**src/sv/wmsl_pkg.sv**
```systemverilog
// Package: shared types, register indexes, command codes and speed helpers for the wheel mixer.
package wmsl_pkg;

  localparam int unsigned NumWheels = 4;
  localparam int unsigned SpeedW    = 8;
  localparam int unsigned SumW      = 10;
  localparam int unsigned CfgIdxW   = 2;
  localparam int unsigned CfgDataW  = 8;

  typedef logic signed [SpeedW-1:0] speed_t;
  typedef logic signed [SumW-1:0]   sum_t;
  typedef logic [NumWheels-1:0]     wheel_mask_t;

  typedef enum logic [2:0] {
    CMD_ARCADE     = 3'd0,
    CMD_TANK       = 3'd1,
    CMD_HOLONOMIC  = 3'd2,
    CMD_RAW_SLEW   = 3'd3,
    CMD_RAW_DIRECT = 3'd4
  } cmd_t;

  typedef enum logic [CfgIdxW-1:0] {
    REG_SLEW_STEP    = 2'd0,
    REG_REVERSE_MASK = 2'd1,
    REG_ENABLE_MASK  = 2'd2
  } cfg_reg_t;

  localparam speed_t SpeedMax = 8'sd127;

  typedef struct packed {
    logic [2:0] cmd;
    speed_t     forward_speed;
    speed_t     turn_speed;
    speed_t     strafe_speed;
    speed_t     left_speed;
    speed_t     right_speed;
    speed_t     raw_fl;
    speed_t     raw_bl;
    speed_t     raw_fr;
    speed_t     raw_br;
  } in_item_t;

  function automatic sum_t ext_speed(speed_t v);
    return {{(SumW-SpeedW){v[SpeedW-1]}}, v};
  endfunction

  // clamp a mixed sum to +/-127
  function automatic speed_t sat_speed(sum_t v);
    if (v > ext_speed(SpeedMax)) begin
      return SpeedMax;
    end else if (v < -ext_speed(SpeedMax)) begin
      return -SpeedMax;
    end
    return v[SpeedW-1:0];
  endfunction

  // move from last toward target by at most step; zero step passes target
  function automatic speed_t slew_speed(speed_t last, speed_t tgt,
                                        logic [SpeedW-1:0] step);
    logic signed [SpeedW:0] diff;
    logic [SpeedW:0]        gap;
    sum_t                   moved;
    diff  = {last[SpeedW-1], last} - {tgt[SpeedW-1], tgt};
    gap   = diff[SpeedW] ? (~diff + 1'b1) : diff;
    moved = (last > tgt) ? (ext_speed(last) - sum_t'({2'b00, step}))
                         : (ext_speed(last) + sum_t'({2'b00, step}));
    if (step == '0 || gap < {1'b0, step}) begin
      return tgt;
    end
    return moved[SpeedW-1:0];
  endfunction

endpackage

```
**src/sv/wheel_mixer_slew_limiter_unit.sv**
```systemverilog
// Top level: four-wheel drive mixer with saturation, slew limiting, reverse and enable masks.
//
// Each accepted item is one drive command (arcade, tank, holonomic, raw slewed
// or raw direct). The command is latched in an input register, then mixed into four
// wheel targets, clamped to +/-127, slew limited against each wheel's stored last
// speed (slew_step of zero passes the target), reversed per reverse_mask and gated
// per enable_mask into the result register. The block takes one item per clock
// while the result register is free or being read; an item leaves the input
// register once the result register is free, and a new item is taken while a result
// waits only if the input register is empty. The stored wheel speeds update as each
// item moves into the result register, so consecutive items see each other's speeds.
// Undefined commands leave the stored speeds alone and return an all-zero result.
// Write the configuration registers only while the block holds no item.
module wheel_mixer_slew_limiter_unit
  import wmsl_pkg::*;
(
  input  logic                   clk,
  input  logic                   rst_n,
  input  logic                   in_valid,
  output logic                   in_ready,
  input  logic [2:0]             in_cmd,
  input  logic signed [7:0]      in_forward_speed,
  input  logic signed [7:0]      in_turn_speed,
  input  logic signed [7:0]      in_strafe_speed,
  input  logic signed [7:0]      in_left_speed,
  input  logic signed [7:0]      in_right_speed,
  input  logic signed [7:0]      in_raw_front_left,
  input  logic signed [7:0]      in_raw_back_left,
  input  logic signed [7:0]      in_raw_front_right,
  input  logic signed [7:0]      in_raw_back_right,
  output logic                   out_valid,
  input  logic                   out_ready,
  output logic signed [7:0]      out_front_left_drive,
  output logic signed [7:0]      out_back_left_drive,
  output logic signed [7:0]      out_front_right_drive,
  output logic signed [7:0]      out_back_right_drive,
  output logic [3:0]             out_driven_mask,
  input  logic                   cfg_we,
  input  logic [CfgIdxW-1:0]     cfg_index,
  input  logic [CfgDataW-1:0]    cfg_data
);

  logic [SpeedW-1:0] slew_step_r;
  wheel_mask_t       reverse_mask_r;
  wheel_mask_t       enable_mask_r;

  logic              in_vld_r;
  in_item_t          in_item_r;
  logic              out_vld_r;
  speed_t            drive_r [NumWheels];
  wheel_mask_t       driven_r;
  speed_t            last_r [NumWheels];

  logic              advance;
  logic              cmd_ok;
  logic              slewed;
  sum_t              f_ext;
  sum_t              t_ext;
  sum_t              s_ext;
  sum_t              mix [NumWheels];
  speed_t            tgt [NumWheels];
  speed_t            last_nxt [NumWheels];
  speed_t            drive_nxt [NumWheels];
  wheel_mask_t       driven_nxt;

  assign advance  = in_vld_r && (!out_vld_r || out_ready);
  assign in_ready = !in_vld_r || advance;

  assign f_ext = ext_speed(in_item_r.forward_speed);
  assign t_ext = ext_speed(in_item_r.turn_speed);
  assign s_ext = ext_speed(in_item_r.strafe_speed);

  always_comb begin
    cmd_ok = 1'b1;
    slewed = 1'b1;
    case (in_item_r.cmd)
      CMD_ARCADE: begin
        mix[0] = f_ext - t_ext;
        mix[1] = f_ext - t_ext;
        mix[2] = f_ext + t_ext;
        mix[3] = f_ext + t_ext;
      end
      CMD_TANK: begin
        mix[0] = ext_speed(in_item_r.left_speed);
        mix[1] = ext_speed(in_item_r.left_speed);
        mix[2] = ext_speed(in_item_r.right_speed);
        mix[3] = ext_speed(in_item_r.right_speed);
      end
      CMD_HOLONOMIC: begin
        mix[0] = f_ext + t_ext + s_ext;
        mix[1] = f_ext + t_ext - s_ext;
        mix[2] = f_ext - t_ext - s_ext;
        mix[3] = f_ext - t_ext + s_ext;
      end
      CMD_RAW_SLEW, CMD_RAW_DIRECT: begin
        mix[0] = ext_speed(in_item_r.raw_fl);
        mix[1] = ext_speed(in_item_r.raw_bl);
        mix[2] = ext_speed(in_item_r.raw_fr);
        mix[3] = ext_speed(in_item_r.raw_br);
        slewed = (in_item_r.cmd == CMD_RAW_SLEW);
      end
      default: begin
        for (int w = 0; w < NumWheels; w++) begin
          mix[w] = '0;
        end
        cmd_ok = 1'b0;
      end
    endcase
  end

  always_comb begin
    for (int w = 0; w < NumWheels; w++) begin
      tgt[w]      = sat_speed(mix[w]);
      last_nxt[w] = slewed ? slew_speed(last_r[w], tgt[w], slew_step_r) : tgt[w];
      if (!cmd_ok || !enable_mask_r[w]) begin
        drive_nxt[w]  = '0;
        driven_nxt[w] = 1'b0;
      end else begin
        drive_nxt[w]  = reverse_mask_r[w] ? -last_nxt[w] : last_nxt[w];
        driven_nxt[w] = 1'b1;
      end
    end
  end

  always_ff @(posedge clk) begin
    if (!rst_n) begin
      slew_step_r    <= '0;
      reverse_mask_r <= '0;
      enable_mask_r  <= '0;
      in_vld_r       <= 1'b0;
      out_vld_r      <= 1'b0;
      for (int w = 0; w < NumWheels; w++) begin
        last_r[w] <= '0;
      end
    end else begin
      if (cfg_we) begin
        unique case (cfg_index)
          REG_SLEW_STEP:    slew_step_r    <= cfg_data;
          REG_REVERSE_MASK: reverse_mask_r <= cfg_data[NumWheels-1:0];
          REG_ENABLE_MASK:  enable_mask_r  <= cfg_data[NumWheels-1:0];
          default: ;
        endcase
      end
      if (in_ready) begin
        in_vld_r <= in_valid;
      end
      if (advance) begin
        out_vld_r <= 1'b1;
      end else if (out_ready) begin
        out_vld_r <= 1'b0;
      end
      if (advance && cmd_ok) begin
        for (int w = 0; w < NumWheels; w++) begin
          last_r[w] <= last_nxt[w];
        end
      end
    end
  end

  always_ff @(posedge clk) begin
    if (in_valid && in_ready) begin
      in_item_r.cmd           <= in_cmd;
      in_item_r.forward_speed <= in_forward_speed;
      in_item_r.turn_speed    <= in_turn_speed;
      in_item_r.strafe_speed  <= in_strafe_speed;
      in_item_r.left_speed    <= in_left_speed;
      in_item_r.right_speed   <= in_right_speed;
      in_item_r.raw_fl        <= in_raw_front_left;
      in_item_r.raw_bl        <= in_raw_back_left;
      in_item_r.raw_fr        <= in_raw_front_right;
      in_item_r.raw_br        <= in_raw_back_right;
    end
    if (advance) begin
      for (int w = 0; w < NumWheels; w++) begin
        drive_r[w] <= drive_nxt[w];
      end
      driven_r <= driven_nxt;
    end
  end

  assign out_valid             = out_vld_r;
  assign out_front_left_drive  = drive_r[0];
  assign out_back_left_drive   = drive_r[1];
  assign out_front_right_drive = drive_r[2];
  assign out_back_right_drive  = drive_r[3];
  assign out_driven_mask       = driven_r;

  a_ready_when_empty: assert property (@(posedge clk) disable iff (!rst_n)
    !out_vld_r |-> in_ready)
    else $error("input stalled with empty result register");

  a_undriven_zero: assert property (@(posedge clk) disable iff (!rst_n)
    out_valid && !out_driven_mask[0] |-> out_front_left_drive == 8'sd0)
    else $error("undriven wheel carries a speed");

  a_drive_in_range: assert property (@(posedge clk) disable iff (!rst_n)
    out_valid |-> out_back_right_drive != -8'sd128 && out_front_right_drive != -8'sd128)
    else $error("drive outside saturation range");

  a_last_in_range: assert property (@(posedge clk) disable iff (!rst_n)
    $past(advance) |-> last_r[1] != -8'sd128 && last_r[2] != -8'sd128)
    else $error("stored speed outside saturation range");

endmodule

```
**config.mk**
```make
export PLATFORM = sky130hd
export DESIGN_NAME = wheel_mixer_slew_limiter_unit
export DESIGN_NICKNAME = d
export VERILOG_FILES = /design/src/sv/wmsl_pkg.sv /design/src/sv/wheel_mixer_slew_limiter_unit.sv
export SDC_FILE = /design/constraint.sdc
export NUM_CORES = 1
export LEC_CHECK = 0
export ABC_AREA = 1
export BUFFER_PORTS_ARGS = -buffer_cell sky130_fd_sc_hd__buf_2
export CAP_MARGIN = 10
export CORE_MARGIN = 2
export CORE_UTILIZATION = 40
export CTS_CLUSTER_DIAMETER = 150
export CTS_CLUSTER_SIZE = 20
export DETAILED_ROUTE_END_ITERATION = 10
export GPL_ROUTABILITY_DRIVEN = 1
export PLACE_DENSITY = 0.69
export SYNTH_ARGS = -nofsm -noshare
export SYNTH_HDL_FRONTEND = slang
export SYNTH_SLANG_ARGS = --single-unit
```
**constraint.sdc**
```tcl
create_clock -name clk -period 10.6 [get_ports clk]
set_input_delay 0.53 -clock clk [delete_from_list [all_inputs] [get_ports clk]]
set_output_delay 0.53 -clock clk [all_outputs]
set_load 0.005 [all_outputs]
```
==> results.json <==
{
  "status": "finished, final reports clean",
  "p_leak_nw": 8.14,
  "finalSetupViolCount": 0,
  "die_w_um": 196,
  "syn-cell-area_sq_um": 14700,
  "synth_top_area_share_pct": 29.2,
  "initial_core_util_pct": 40.4,
  "power.density_nw_per_um2": 211,
  "cp-start-kind": "register",
  "fin_skew_ps": 11.7,
  "reg2reg_from": "f_ext[0]$_DFFE_PP_",
  "synth_most_common_cell": "nand2_1",
  "cpMaxStageDelayCell": "a21oi_1",
  "hold_path_class": "in -> reg",
  "fillers": 3660,
  "ant_nets": 0,
  "fin_tns_setup_ps": 0,
  "clk_pin_slew_worst_paths_ps": 70,
  "synth_common_cells": "nand2_1 (551), inv_1 (291), nand3_1 (208)",
  "wire_per_inst_um": 16.1,
  "layout.nets": 2412,
  "slowest_delay_ps": 420,
  "synth.avg_cell_area_sq_um": 7.17,
  "clk_latency_ps": 450,
  "grt_pass1_vias": 13200,
  "synth_warnings": 0,
  "gr-total-overflow": 0,
  "antennaDiodeCount": 0,
  "drt_iter0_drc": 1157,
  "clkSinkCount": 161,
  "gp_congestion": 0.942,
  "grt.total_usage_pct": 22.6,
  "seq_area_frac_synth_pct": 31.7,
  "cts_max_path_buffers": 2,
  "holdCritStartpoint": "in_raw_back_right[0]",
  "grt_pass1_wl_mm": 67.6,
  "synth_seq_cells": 161,
  "crit_path_frequent_cell": "nand2_1",
  "wl_mm": 42.5,
  "coreArea_sq_um": 36300,
  "swShare_pct": 47.1,
  "ys.flop_type": "edfxtp_1",
  "dpl.hpwl_mm": 34.0,
  "r2r_slack_ps": 2620,
  "worstSetupPathType": "reg -> reg",
  "synth_edf_count": 143,
  "cap_violations": 0,
  "ys_types": 40,
  "cts_tree": "done",
  "yosysTopAreaCell": "edfxtp_1",
  "cts_hold_buf": 0,
  "postSynthCellCount": 2050,
  "numPortBuffers": 127,
  "worst_pin_slew_ps": 1100,
  "rows": 70,
  "cts_made_buffers": 17,
  "drive_gt1_share_pct": 10.1,
  "post-cts-setup-buffer-count": 0,
  "synth_area_leaders": "edfxtp_1 (29%), nand2_1 (14%), ha_1 (13%)",
  "combPwrFrac_pct": 58.6,
  "slew_viol_final": 0,
  "p_int_mw": 1.82,
  "max_slew_margin_pct": 25.8,
  "drc_errors": 0,
  "p_clk_share_pct": 19.0,
  "hold_viol": 0,
  "period_minus_slack_ps": 7980,
  "seqPwrFrac_pct": 22.4,
  "end_kind": "register",
  "htree_levels": 4,
  "syn_nets": 2303,
  "viasPerCell": 5.21,
  "vdd_ir_drop_max_v": 0.000143,
  "ctsRootBufferMaster": "clkbuf_16",
  "syn_to_final_growth_pct": 11.3,
  "rsz0062_at_grt": "false",
  "drtPass1Iterations": 8,
  "grt_max_degree": 76,
  "dieArea_sq_um": 38300,
  "p_sw_mw": 1.62,
  "antenna_found_initial": 0,
  "seqCellArea_sq_um": 4650,
  "fin_crit_sh_pct": 75.3,
  "ioPinCount": 128,
  "cp_data_required_time_ps": 10800,
  "worst-path-max-fanout": 14,
  "r2r-end": "drive_r[3][6]$_SDFFCE_PN0P_",
  "finalPower_mw": 3.45,
  "fmax_mhz": 125,
  "synthArstFlopShare_pct": 0,
  "ctsResizeCount": 0,
  "reg2reg_depth": 51,
  "multi_input_area_sq_um": 8690,
  "vias": 13800,
  "crit_arrival_ps": 8180,
  "hold_depth": 1,
  "die_h_um": 196,
  "holdPathEnd": "in_item_r[0]$_DFFE_PP_"
}
[flip-flops by register name, indices dropped and copies added (netlist names)]
register,cells
in_vld_r,1
slew_step_r,8
out_valid,1
in_item_r,67
reverse_mask_r,4
last_r,32
enable_mask_r,4
f_ext,8
drive_r,32
out_driven_mask,4
[per-stage QoR]
step	instance area [sq um]	std cells	util (%)	hold slack, ps	setup WS, ps
floorplan	14700	2050	-	430	4260
finish	16400	2640	45.0	249	2620
global route	16400	2640	45.0	226	1860
global placement	15700	2608	43.3	440	2930
detailed placement	15700	2608	43.3	447	2770
CTS	16400	2640	45.0	232	2760
[critical path: cells and delay by family, from the launching register on]
family	cells	cell delay, ps
buffers and inverters	7	640
adder cells (fa/ha/maj)	7	1880
XOR/XNOR	1	150
AND/OR/NAND/NOR	30	3690
flip-flops	1	390
AO/OA/AOI/OAI	6	950
[final cells by class]
cell class,instances,area share (%)
Clock buffer,18,2.69
Clock inverter,14,1.10
Inverter,299,6.86
Multi-Input combinational cell,1547,53.1
Sequential cell,161,28.5
Tap cell,468,3.58
Timing Repair Buffer,133,4.16
[layout by cell type, fill, tap and decap left out, types with 3 or more instances in the layout]
master / count
edfxtp_1: 143
o21ai_0: 88
nand2_2: 18
and2_1: 14
clkinv_4: 4
bufinv_16: 3
a21boi_0: 3
buf_4: 6
nor2_1: 184
o31ai_1: 7
nor2_2: 7
or2_2: 12
or2_0: 3
nand4_1: 49
nand3b_1: 10
xnor2_1: 24
fa_1: 14
inv_1: 290
nor3_1: 14
o21ai_1: 4
xor2_1: 41
nand3_1: 208
a21o_1: 4
clkinvlp_4: 3
o21bai_1: 8
dfxtp_1: 18
inv_2: 9
o211ai_1: 3
clkbuf_16: 17
nand2_1: 550
ha_1: 149
o21ai_2: 3
a21oi_1: 119
buf_2: 127
[metal layers]
layer	vias up	wire [um]	part of all wire, %	track usage [%]
met2	477	18500	44	35.1
met4	0	1470	3.5	9.30
met3	90	2470	5.8	3.45
met1	6259	20000	47	31.3
met5	-	0	0	0
li1	6940	-	-	-
[power by group through the flow]
stage	Sequential, mW	Combinational, mW	Clock (mW)
6_report	0.774	2.02	0.654
5_1_grt	0.778	2.31	0.693
4_1_cts	0.773	2.00	0.667
3_5_place_dp	0.787	1.99	0
3_3_place_gp	0.786	1.95	0
2_1_floorplan	0.772	1.55	0
[worst max path at each step]
stage	slack (ps)	startpoint	to	cells after the start
2_1_floorplan	4260	in_item_r[56]$_DFFE_PP_	drive_r[1][7]$_SDFFCE_PN0P_	43
5_1_grt	1860	f_ext[0]$_DFFE_PP_	drive_r[3][6]$_SDFFCE_PN0P_	49
3_5_place_dp	2770	f_ext[0]$_DFFE_PP_	drive_r[3][6]$_SDFFCE_PN0P_	51
3_3_place_gp	2930	f_ext[0]$_DFFE_PP_	drive_r[3][6]$_SDFFCE_PN0P_	49
4_1_cts	2760	f_ext[0]$_DFFE_PP_	drive_r[3][6]$_SDFFCE_PN0P_	49
6_report	2620	f_ext[0]$_DFFE_PP_	drive_r[3][6]$_SDFFCE_PN0P_	51
[cells by family after synthesis]
| group | after synthesis | share of synthesized area (%) |
|---|---|---|
| flops | 161 | 31.7 |
| simple gates | 1073 | 31.5 |
| buf+inv | 342 | 9.27 |
| compound gates | 245 | 9.00 |
| xor+xnor | 66 | 3.99 |
| fa+ha+maj | 163 | 14.6 |
Power figures use the tool's default switching activity.
